==> src/hdl/sss_pkg.sv <==
package sss_pkg;

  // Time counter width default
  localparam int TIME_BITS_DEF = 32;

  localparam int CFG_W     = 24;
  localparam int CFG_IDX_W = 3;
  localparam int CNT_W     = 8;
  localparam int IVL_W     = 16;

  // Request codes
  localparam logic [1:0] REQ_TICK  = 2'd0;
  localparam logic [1:0] REQ_START = 2'd1;
  localparam logic [1:0] REQ_STOP  = 2'd2;

  // Mode codes
  localparam logic [1:0] MODE_FREE  = 2'd0;
  localparam logic [1:0] MODE_LOOP  = 2'd1;
  localparam logic [1:0] MODE_SENSE = 2'd2;

  // Sequencer phase codes
  localparam logic [1:0] PH_IDLE = 2'd0;
  localparam logic [1:0] PH_WAIT = 2'd1;
  localparam logic [1:0] PH_SEQ  = 2'd2;
  localparam logic [1:0] PH_FREE = 2'd3;

  // Train codes
  localparam logic [1:0] TR_FIRST = 2'd0;
  localparam logic [1:0] TR_S1    = 2'd1;
  localparam logic [1:0] TR_S2    = 2'd2;
  localparam logic [1:0] TR_S3    = 2'd3;

  // Register indexes
  localparam logic [CFG_IDX_W-1:0] CFG_MODE     = 3'd0;
  localparam logic [CFG_IDX_W-1:0] CFG_S1       = 3'd1;
  localparam logic [CFG_IDX_W-1:0] CFG_S2       = 3'd2;
  localparam logic [CFG_IDX_W-1:0] CFG_S3       = 3'd3;
  localparam logic [CFG_IDX_W-1:0] CFG_PW       = 3'd4;
  localparam logic [CFG_IDX_W-1:0] CFG_COUPLING = 3'd5;
  localparam logic [CFG_IDX_W-1:0] CFG_REPEAT   = 3'd6;

  // Register reset values
  localparam logic [1:0]       RST_MODE     = MODE_FREE;
  localparam logic [CFG_W-1:0] RST_S1       = 24'd328180;
  localparam logic [CFG_W-1:0] RST_S2       = 24'd250;
  localparam logic [CFG_W-1:0] RST_S3       = 24'd125;
  localparam logic [7:0]       RST_PW       = 8'd2;
  localparam logic [15:0]      RST_COUPLING = 16'd200;
  localparam logic [7:0]       RST_REPEAT   = 8'd1;

  // Result of scheduling the next stimulus
  typedef struct packed {
    logic             found;
    logic [1:0]       train_idx;
    logic [CNT_W-1:0] pulses_left;
    logic [CNT_W-1:0] repeats_left;
  } adv_t;

  function automatic logic [CNT_W-1:0] train_count(
    input logic [1:0]       tr,
    input logic [CNT_W-1:0] c1,
    input logic [CNT_W-1:0] c2,
    input logic [CNT_W-1:0] c3
  );
    logic [CNT_W-1:0] c;
    case (tr)
      TR_S1:   c = c1;
      TR_S2:   c = c2;
      TR_S3:   c = c3;
      default: c = '0;
    endcase
    return c;
  endfunction

endpackage

==> src/hdl/sss_if.sv <==
interface sss_in_if;
  logic       valid;
  logic       ready;
  logic [1:0] req_type;
  logic       sensed_beat;

  modport source (output valid, output req_type, output sensed_beat, input ready);
  modport sink (input valid, input req_type, input sensed_beat, output ready);
endinterface

interface sss_out_if;
  logic       valid;
  logic       ready;
  logic       stim_on;
  logic       running;
  logic [1:0] train;
  logic       done_res;

  modport source (output valid, output stim_on, output running, output train,
                  output done_res, input ready);
  modport sink (input valid, input stim_on, input running, input train,
                input done_res, output ready);
endinterface

==> src/hdl/sss_advance.sv <==
// Finds the next stimulus after a finished pulse: walks trains S1..S3,
// skipping empty ones, wrapping to S1 for further passes.
module sss_advance (
  input  logic [1:0]                   train_idx,
  input  logic [sss_pkg::CNT_W-1:0]    pulses_left,
  input  logic [sss_pkg::CNT_W-1:0]    repeats_left,
  input  logic [sss_pkg::CNT_W-1:0]    cnt_s1,
  input  logic [sss_pkg::CNT_W-1:0]    cnt_s2,
  input  logic [sss_pkg::CNT_W-1:0]    cnt_s3,
  output sss_pkg::adv_t                adv
);

  localparam int STEPS = 8;

  logic                       any_cnt;
  logic                       ended;
  logic                       found;
  logic [1:0]                 ti;
  logic [sss_pkg::CNT_W-1:0]  pl;
  logic [sss_pkg::CNT_W-1:0]  rl;

  assign any_cnt = (cnt_s1 | cnt_s2 | cnt_s3) != '0;

  always_comb begin
    ended = 1'b0;
    found = 1'b0;
    ti    = train_idx;
    pl    = pulses_left;
    rl    = repeats_left;
    for (int i = 0; i < STEPS; i++) begin
      if (!found && !ended) begin
        if (pl != '0) begin
          pl    = pl - sss_pkg::CNT_W'(1);
          found = 1'b1;
        end else if (ti != sss_pkg::TR_S3) begin
          ti = ti + 2'd1;
          pl = sss_pkg::train_count(ti, cnt_s1, cnt_s2, cnt_s3);
        end else if (rl > sss_pkg::CNT_W'(1) && any_cnt) begin
          rl = rl - sss_pkg::CNT_W'(1);
          ti = sss_pkg::TR_S1;
          pl = cnt_s1;
        end else begin
          ended = 1'b1;
        end
      end
    end
    adv.found        = found;
    adv.train_idx    = ti;
    adv.pulses_left  = pl;
    adv.repeats_left = rl;
  end

endmodule

==> src/hdl/s1_s2_s3_stimulus_sequencer_top.sv <==
// Channel | Dir | Payload                              | Transfer
// --------+-----+--------------------------------------+-------------------------
// in_ch   | in  | req_type, sensed_beat                | valid && ready
// out_ch  | out | stim_on, running, train, done_res    | valid && ready
// cfg_*   | in  | cfg_index, cfg_wdata                 | cfg_we (no stall)
//
// One item per cycle while out_ch is not stalled: each input transfer updates the
// sequencer state at its edge, and its status is captured in the output register
// at that same edge and offered on out_ch from the next cycle.
// in_ch.ready = output register empty or being drained; a stalled out_ch holds
// the input off, no other back-pressure exists.
// Reset (rst_n low, synchronous) returns the registers to their defaults, time
// to zero and the sequencer to idle.
module s1_s2_s3_stimulus_sequencer_top #(
  parameter int TIME_BITS = sss_pkg::TIME_BITS_DEF
) (
  input  logic                          clk,
  input  logic                          rst_n,
  sss_in_if.sink                        in_ch,
  sss_out_if.source                     out_ch,
  input  logic                          cfg_we,
  input  logic [sss_pkg::CFG_IDX_W-1:0] cfg_index,
  input  logic [sss_pkg::CFG_W-1:0]     cfg_wdata
);

  localparam int CW = sss_pkg::CNT_W;
  localparam int IW = sss_pkg::IVL_W;

  // Configuration registers
  logic [1:0]              mode_r;
  logic [sss_pkg::CFG_W-1:0] s1_r, s2_r, s3_r;
  logic [7:0]              pw_r;
  logic [15:0]             coupling_r;
  logic [7:0]              repeat_r;

  // Sequencer state
  logic                 running_r, running_nxt;
  logic                 pulse_r, pulse_nxt;
  logic [1:0]           phase_r, phase_nxt;
  logic [1:0]           train_r, train_nxt;
  logic [CW-1:0]        pl_r, pl_nxt;
  logic [CW-1:0]        rl_r, rl_nxt;
  logic [TIME_BITS-1:0] time_r, time_nxt;
  logic [TIME_BITS-1:0] stim_t_r, stim_t_nxt;
  logic [TIME_BITS-1:0] end_t_r, end_t_nxt;
  logic                 done_nxt;

  // Output register
  logic       out_valid_r;
  logic       out_stim_r, out_run_r, out_done_r;
  logic [1:0] out_train_r;

  logic                 in_xfer;
  logic [TIME_BITS-1:0] stim_diff, end_diff;
  logic                 stim_due, end_due;
  logic [7:0]           width;
  logic [IW-1:0]        ivl;
  sss_pkg::adv_t        adv;

  assign in_ch.ready = !out_valid_r || out_ch.ready;
  assign in_xfer     = in_ch.valid && in_ch.ready;

  // Config writes
  always_ff @(posedge clk) begin
    if (!rst_n) begin
      mode_r     <= sss_pkg::RST_MODE;
      s1_r       <= sss_pkg::RST_S1;
      s2_r       <= sss_pkg::RST_S2;
      s3_r       <= sss_pkg::RST_S3;
      pw_r       <= sss_pkg::RST_PW;
      coupling_r <= sss_pkg::RST_COUPLING;
      repeat_r   <= sss_pkg::RST_REPEAT;
    end else if (cfg_we) begin
      case (cfg_index)
        sss_pkg::CFG_MODE:     mode_r     <= cfg_wdata[1:0];
        sss_pkg::CFG_S1:       s1_r       <= cfg_wdata;
        sss_pkg::CFG_S2:       s2_r       <= cfg_wdata;
        sss_pkg::CFG_S3:       s3_r       <= cfg_wdata;
        sss_pkg::CFG_PW:       pw_r       <= cfg_wdata[7:0];
        sss_pkg::CFG_COUPLING: coupling_r <= cfg_wdata[15:0];
        sss_pkg::CFG_REPEAT:   repeat_r   <= cfg_wdata[7:0];
        default: ;
      endcase
    end
  end

  // Wrapping time compare: target reached when (now - target) is "non-negative"
  assign stim_diff = time_r - stim_t_r;
  assign end_diff  = time_r - end_t_r;
  assign stim_due  = !stim_diff[TIME_BITS-1];
  assign end_due   = !end_diff[TIME_BITS-1];
  assign width     = (pw_r == '0) ? 8'd1 : pw_r;

  sss_advance u_adv (
    .train_idx    (train_r),
    .pulses_left  (pl_r),
    .repeats_left (rl_r),
    .cnt_s1       (s1_r[23:16]),
    .cnt_s2       (s2_r[23:16]),
    .cnt_s3       (s3_r[23:16]),
    .adv          (adv)
  );

  // Interval of the train the next stimulus belongs to
  always_comb begin
    case (adv.train_idx)
      sss_pkg::TR_S1: ivl = s1_r[IW-1:0];
      sss_pkg::TR_S2: ivl = s2_r[IW-1:0];
      sss_pkg::TR_S3: ivl = s3_r[IW-1:0];
      default:        ivl = '0;
    endcase
  end

  always_comb begin
    running_nxt = running_r;
    pulse_nxt   = pulse_r;
    phase_nxt   = phase_r;
    train_nxt   = train_r;
    pl_nxt      = pl_r;
    rl_nxt      = rl_r;
    time_nxt    = time_r;
    stim_t_nxt  = stim_t_r;
    end_t_nxt   = end_t_r;
    done_nxt    = 1'b0;
    case (in_ch.req_type)
      sss_pkg::REQ_START: begin
        // ignored mid-pulse and for the reserved mode
        if (!pulse_r && (mode_r inside {sss_pkg::MODE_FREE, sss_pkg::MODE_LOOP,
                                         sss_pkg::MODE_SENSE})) begin
          running_nxt = 1'b1;
          train_nxt   = sss_pkg::TR_FIRST;
          pl_nxt      = '0;
          rl_nxt      = CW'(1);
          stim_t_nxt  = time_r;
          case (mode_r)
            sss_pkg::MODE_FREE: phase_nxt = sss_pkg::PH_FREE;
            sss_pkg::MODE_LOOP: begin
              phase_nxt = sss_pkg::PH_SEQ;
              rl_nxt    = repeat_r;
            end
            default: phase_nxt = sss_pkg::PH_WAIT;
          endcase
        end
      end
      sss_pkg::REQ_STOP: begin
        running_nxt = 1'b0;
        pulse_nxt   = 1'b0;
        phase_nxt   = sss_pkg::PH_IDLE;
        train_nxt   = sss_pkg::TR_FIRST;
        pl_nxt      = '0;
        rl_nxt      = '0;
      end
      sss_pkg::REQ_TICK: begin
        if (phase_r == sss_pkg::PH_WAIT) begin
          if (in_ch.sensed_beat) begin
            stim_t_nxt = time_r + TIME_BITS'(coupling_r);
            phase_nxt  = sss_pkg::PH_SEQ;
          end
        end else if (phase_r inside {sss_pkg::PH_SEQ, sss_pkg::PH_FREE}) begin
          if (!pulse_r) begin
            if (stim_due) begin
              pulse_nxt = 1'b1;
              end_t_nxt = time_r + TIME_BITS'(width);
            end
          end else if (end_due) begin
            pulse_nxt = 1'b0;
            if (phase_r == sss_pkg::PH_FREE || !adv.found) begin
              // protocol complete
              running_nxt = 1'b0;
              phase_nxt   = sss_pkg::PH_IDLE;
              train_nxt   = sss_pkg::TR_FIRST;
              pl_nxt      = '0;
              rl_nxt      = '0;
              done_nxt    = 1'b1;
            end else begin
              train_nxt  = adv.train_idx;
              pl_nxt     = adv.pulses_left;
              rl_nxt     = adv.repeats_left;
              stim_t_nxt = stim_t_r + TIME_BITS'(ivl);
            end
          end
        end
        time_nxt = time_r + TIME_BITS'(1);
      end
      default: ;  // reserved request: status only
    endcase
  end

  always_ff @(posedge clk) begin
    if (!rst_n) begin
      running_r <= 1'b0;
      pulse_r   <= 1'b0;
      phase_r   <= sss_pkg::PH_IDLE;
      train_r   <= sss_pkg::TR_FIRST;
      pl_r      <= '0;
      rl_r      <= '0;
      time_r    <= '0;
      stim_t_r  <= '0;
      end_t_r   <= '0;
    end else if (in_xfer) begin
      running_r <= running_nxt;
      pulse_r   <= pulse_nxt;
      phase_r   <= phase_nxt;
      train_r   <= train_nxt;
      pl_r      <= pl_nxt;
      rl_r      <= rl_nxt;
      time_r    <= time_nxt;
      stim_t_r  <= stim_t_nxt;
      end_t_r   <= end_t_nxt;
    end
  end

  // Result register
  always_ff @(posedge clk) begin
    if (!rst_n) begin
      out_valid_r <= 1'b0;
    end else if (in_xfer) begin
      out_valid_r <= 1'b1;
    end else if (out_ch.ready) begin
      out_valid_r <= 1'b0;
    end
  end

  always_ff @(posedge clk) begin
    if (in_xfer) begin
      out_stim_r  <= pulse_nxt;
      out_run_r   <= running_nxt;
      out_train_r <= train_nxt;
      out_done_r  <= done_nxt;
    end
  end

  assign out_ch.valid    = out_valid_r;
  assign out_ch.stim_on  = out_stim_r;
  assign out_ch.running  = out_run_r;
  assign out_ch.train    = out_train_r;
  assign out_ch.done_res = out_done_r;

  // A finished protocol reports no pulse and not running
  a_done_idle: assert property (@(posedge clk) disable iff (!rst_n)
    out_valid_r && out_done_r |-> !out_stim_r && !out_run_r)
    else $error("done reported with sequencer still active");

  // A pulse only exists inside a running protocol
  a_pulse_running: assert property (@(posedge clk) disable iff (!rst_n)
    pulse_r |-> running_r)
    else $error("pulse active while idle");

  // Idle phase and running flag agree
  a_phase_running: assert property (@(posedge clk) disable iff (!rst_n)
    (phase_r == sss_pkg::PH_IDLE) == !running_r)
    else $error("phase and running flag disagree");

  // Only tick transfers move time
  a_time_tick: assert property (@(posedge clk) disable iff (!rst_n)
    in_xfer && in_ch.req_type != sss_pkg::REQ_TICK |=> $stable(time_r))
    else $error("time advanced on a non-tick request");

endmodule
==> src/flat_wrapper.sv <==
// flat-port wrapper written by rule: the top's interface ports become plain ports
module s1_s2_s3_stimulus_sequencer_top_flat 
#(
  parameter int TIME_BITS = sss_pkg::TIME_BITS_DEF
)
  (clk, rst_n, cfg_we, cfg_index, cfg_wdata, in_ch_valid, in_ch_req_type, in_ch_sensed_beat, in_ch_ready, out_ch_valid, out_ch_stim_on, out_ch_running, out_ch_train, out_ch_done_res, out_ch_ready);
  sss_in_if in_ch_i ();
  sss_out_if out_ch_i ();
  input  logic clk;
  input  logic rst_n;
  input  logic cfg_we;
  input  logic [sss_pkg::CFG_IDX_W-1:0] cfg_index;
  input  logic [sss_pkg::CFG_W-1:0] cfg_wdata;
  input wire logic [$bits(in_ch_i.valid)-1:0] in_ch_valid;
  input wire logic [$bits(in_ch_i.req_type)-1:0] in_ch_req_type;
  input wire logic [$bits(in_ch_i.sensed_beat)-1:0] in_ch_sensed_beat;
  output wire logic [$bits(in_ch_i.ready)-1:0] in_ch_ready;
  output wire logic [$bits(out_ch_i.valid)-1:0] out_ch_valid;
  output wire logic [$bits(out_ch_i.stim_on)-1:0] out_ch_stim_on;
  output wire logic [$bits(out_ch_i.running)-1:0] out_ch_running;
  output wire logic [$bits(out_ch_i.train)-1:0] out_ch_train;
  output wire logic [$bits(out_ch_i.done_res)-1:0] out_ch_done_res;
  input wire logic [$bits(out_ch_i.ready)-1:0] out_ch_ready;
  assign in_ch_i.valid = in_ch_valid;
  assign in_ch_i.req_type = in_ch_req_type;
  assign in_ch_i.sensed_beat = in_ch_sensed_beat;
  assign in_ch_ready = in_ch_i.ready;
  assign out_ch_valid = out_ch_i.valid;
  assign out_ch_stim_on = out_ch_i.stim_on;
  assign out_ch_running = out_ch_i.running;
  assign out_ch_train = out_ch_i.train;
  assign out_ch_done_res = out_ch_i.done_res;
  assign out_ch_i.ready = out_ch_ready;
  s1_s2_s3_stimulus_sequencer_top #(.TIME_BITS(TIME_BITS)) u_core (.clk(clk), .rst_n(rst_n), .in_ch(in_ch_i), .out_ch(out_ch_i), .cfg_we(cfg_we), .cfg_index(cfg_index), .cfg_wdata(cfg_wdata));
endmodule
==> config.mk <==
export PLATFORM = sky130hd
export DESIGN_NAME = s1_s2_s3_stimulus_sequencer_top_flat
export DESIGN_NICKNAME = d
export VERILOG_FILES = /design/src/hdl/sss_pkg.sv /design/src/hdl/sss_if.sv /design/src/hdl/sss_advance.sv /design/src/hdl/s1_s2_s3_stimulus_sequencer_top.sv /design/src/flat_wrapper.sv
export SDC_FILE = /design/constraint.sdc
export NUM_CORES = 1
export LEC_CHECK = 0
export ABC_AREA = 1
export BUFFER_PORTS_ARGS = -buffer_cell sky130_fd_sc_hd__buf_2
export CAP_MARGIN = 10
export CORE_MARGIN = 8
export CORE_UTILIZATION = 60
export CTS_CLUSTER_DIAMETER = 150
export CTS_CLUSTER_SIZE = 10
export DETAILED_ROUTE_END_ITERATION = 8
export GPL_TIMING_DRIVEN = 0
export MAX_ROUTING_LAYER = met4
export PLACE_DENSITY = 0.88
export SLEW_MARGIN = 20
export SYNTH_ARGS = -nofsm -noshare
export SYNTH_HDL_FRONTEND = slang
export SYNTH_SLANG_ARGS = --single-unit
==> constraint.sdc <==
create_clock -name clk -period 15.9 [get_ports clk]
set_input_delay 2.385 -clock clk [delete_from_list [all_inputs] [get_ports clk]]
set_output_delay 2.385 -clock clk [all_outputs]
set_load 0.05 [all_outputs]
==> flow_metrics.py <==
metrics = {
    "status": {
        "status": "finished, final reports clean",
    },
    "floorplanning": {
        "dieArea_sq_um": 44500,
        "initial_utilization": 0.607,
        "core.rowCount": 71,
        "die_w_um": 211,
        "die_h_um": 211,
        "ios": 42,
        "core_area_sq_um": 37600,
    },
    "worst_setup_path": {
        "slowest_stage": "dfxtp_4",
        "worst-r2r-cell-count": 107,
        "crit_arrival_ns": 15.80,
        "critPathBufInv": 21,
        "setup.worst_path.end_class": "register",
        "cpPeakStageDelay_ns": 0.38,
        "cp-start-kind": "register",
        "critical_path.top_delay_family": "simple AND/OR/NAND/NOR gates",
        "crit_top_cell": "nor2_1",
        "path_max_fanout": 10,
        "required_ns": 16.37,
        "r2r_setup_slack_ns": 0.58,
        "r2r_end": "u_core.stim_t_r[31]",
        "path_class": "register to register",
        "r2r_start": "u_core.rl_r[0]",
    },
    "synthesis": {
        "synth_common_cells": "622 x nand2_1, 422 x inv_1, 415 x nor2_1",
        "synth_fp_nets": 3757,
        "syn_inst": 3555,
        "synth-seq-cells": 230,
        "synth_edf_count": 5,
        "yosysMostFrequentCell": "nand2_1",
        "ys.flop_type": "dfxtp_1",
        "synth_cell_types": 73,
        "synth_warnings": 0,
        "synth_area_leaders": "dfxtp_1 20%, nand2_1 10%, ha_1 9.0%, inv_1 6.9%, nor2_1 6.8%",
        "async_reset_ff_frac": 0,
        "synth_area_sq_um": 22800,
        "synth_top_area_cell": "dfxtp_1",
        "ys_seq_area_frac": 0.204,
        "syn_avg_cell_area_sq_um": 6.41,
        "synth_top_area_frac": 0.198,
    },
    "finish": {
        "final_util": 0.680,
        "area_growth_pct": 12.1,
        "diodes": 0,
        "layout-drive-gt1-share": 0.166,
        "final_nets": 3891,
    },
    "cts": {
        "cts.sinks": 230,
        "clkLatencyLatePin_ns": 0.56,
        "clk_pin_slew_ns": 0.07,
        "clock_path_buffers": 3,
        "cts_tree": "done",
        "cts-htree-levels": 1,
        "ctsHoldBuffers": 0,
        "cts-root-buf": "clkbuf_16",
        "cts_buffers": 26,
    },
    "min_path": {
        "worstHoldStart": "u_core.s3_r[9]",
        "worstHoldPathType": "register to register",
        "whs_endpoint": "u_core.s3_r[9]",
        "hold_depth": 2,
    },
    "sta": {
        "worst_pin_slew_ns": 1.27,
        "finalCritPeriodShare": 0.964,
        "relSlewSlack": 0.148,
        "slew_violations": 0,
        "setup_ws_ns": 0.575,
        "layout_min_cycle_time_ns": 15.32,
        "fin_skew_ns": 0.0254,
        "setup_viol": 0,
        "tns_ns": 0,
        "fmax_mhz": 65.3,
        "fin_hold_ws_ns": 0.454,
        "hold_viol": 0,
    },
    "global_routing": {
        "grt_max_degree": 14,
        "grt_pass1_wl_um": 123000,
        "grt_pass1_vias": 23400,
        "antenna_found_initial": 0,
        "grt_overflow_total": 0,
        "grtUsageTotal": 0.348,
    },
    "drt": {
        "routedWlPerCell_um": 19.1,
        "drt_iter0_markers": 3192,
        "ant_nets": 0,
        "drc": 0,
        "first_pass_iters": 6,
        "vias_per_cell": 6.17,
        "vias": 25900,
        "wirelength_um": 80500,
    },
    "placed_design": {
        "pre_cts_slack_ns": -2.54,
        "place_congestion": 1.02,
        "hpwlAfterDp_um": 59600,
        "port_buffers": 41,
    },
    "pwr": {
        "p_total_w": 0.00241,
        "power_density_nw_per_um2": 94.2,
        "p_leak_nw": 11.0,
        "irDropWorstVdd_mv": 0.0920,
    },
    "flow_run": {
        "maxCapViolCount": 0,
    },
}
## metal layers
metal / up-vias / global-route usage / part of all wire
li1: 12200 / - / -
met1: 11700 / 0.410 / 0.38
met2: 1583 / 0.558 / 0.45
met3: 411 / 0.0444 / 0.096
met4: 0 / 0.228 / 0.075
met5: - / - / 0
## tightest hold or removal path, stage by stage, from the launching register on
cell	delay, ns
dfxtp_1	0.29
inv_1	0.06
a21oi_1	0.05
## cell usage in the layout (no fill, tap or decap), types with 22 or more instances in the layout
cell       Yosys  routed
nand3_1      271     266
a211oi_2      20      22
nand2_2       75      82
buf_4          7      72
buf_2         16      52
nand2_1      622     610
a21oi_1      295     291
inv_1        422     399
dfxtp_1      225     221
clkbuf_1      71      70
clkbuf_16      0      26
inv_2         37      55
ha_1         164     150
nand2_4       34      37
nor2_1       415     400
buf_6         23      25
o21ai_1       26      24
nor2_2        35      40
nand4_1       90      90
nor3_1        40      38
o221ai_1      28      27
o21ai_0      295     283
xor2_1        54      48
nor2_4        28      38
## cell families after synthesis
family	after synthesis	share of synthesized area
buffers and inverters	600	0.111
flip-flops	230	0.204
XOR/XNOR	65	0.0256
AND/OR/NAND/NOR	1690	0.362
multiplexers	1	0.000494
adder cells (fa/ha/maj)	167	0.0926
AO/OA/AOI/OAI	802	0.204
## per-stage QoR
stage	instance area, sq um	instances
after global placement	23600	4107
after global routing	25600	4202
final	25600	4202
after detailed placement	23600	4107
after floorplan	22800	3555
after CTS	24700	4150
## state kept, by name (all words and copies together), names as in the netlist, 16 cells and up
register / flops
u_core.end_t_r: 32
u_core.s3_r: 24
u_core.stim_t_r: 32
u_core.coupling_r: 16
u_core.s1_r: 24
u_core.time_r: 32
u_core.s2_r: 24
## cell type report
type / instances / area, sq um
Buffer: 122 / 768
Clock buffer: 29 / 662
Clock inverter: 1 / 16.3
Fill cell: 3320 / 12000
Timing Repair Buffer: 106 / 693
Multi-Input combinational cell: 2726 / 16300
Tap cell: 511 / 639
Sequential cell: 230 / 4660
Inverter: 477 / 1830
## timing repair
action | in CTS | in global routing
resized for setup | 75 | 126
pin swaps | 8 | 38
cloned | 0 | 1
endpoints found under the setup margin | 23 | 18
buffers inserted | 14 | 51
hold endpoints to repair | 0 | 0
## report_power, final
part	switching [W]	internal [W]
logic	0.000850	0.000402
clock network	0.000242	0.000290
registers	0.0000234	0.000601
total	0.00112	0.00129
## worst max-delay path by stage
stage	start	endpoint	slack, ns	cells after the start
after global placement	u_core.pl_r[0]	u_core.stim_t_r[31]	-2.39	103
after CTS	u_core.pl_r[1]	u_core.stim_t_r[31]	0.01	111
after global routing	u_core.rl_r[0]	u_core.stim_t_r[31]	-0.25	109
after floorplan	u_core.pl_r[0]	u_core.stim_t_r[31]	1.36	103
after detailed placement	u_core.pl_r[0]	u_core.stim_t_r[31]	-2.54	103
final	u_core.rl_r[0]	u_core.stim_t_r[31]	0.58	107
(Power assumes the default switching activity.)
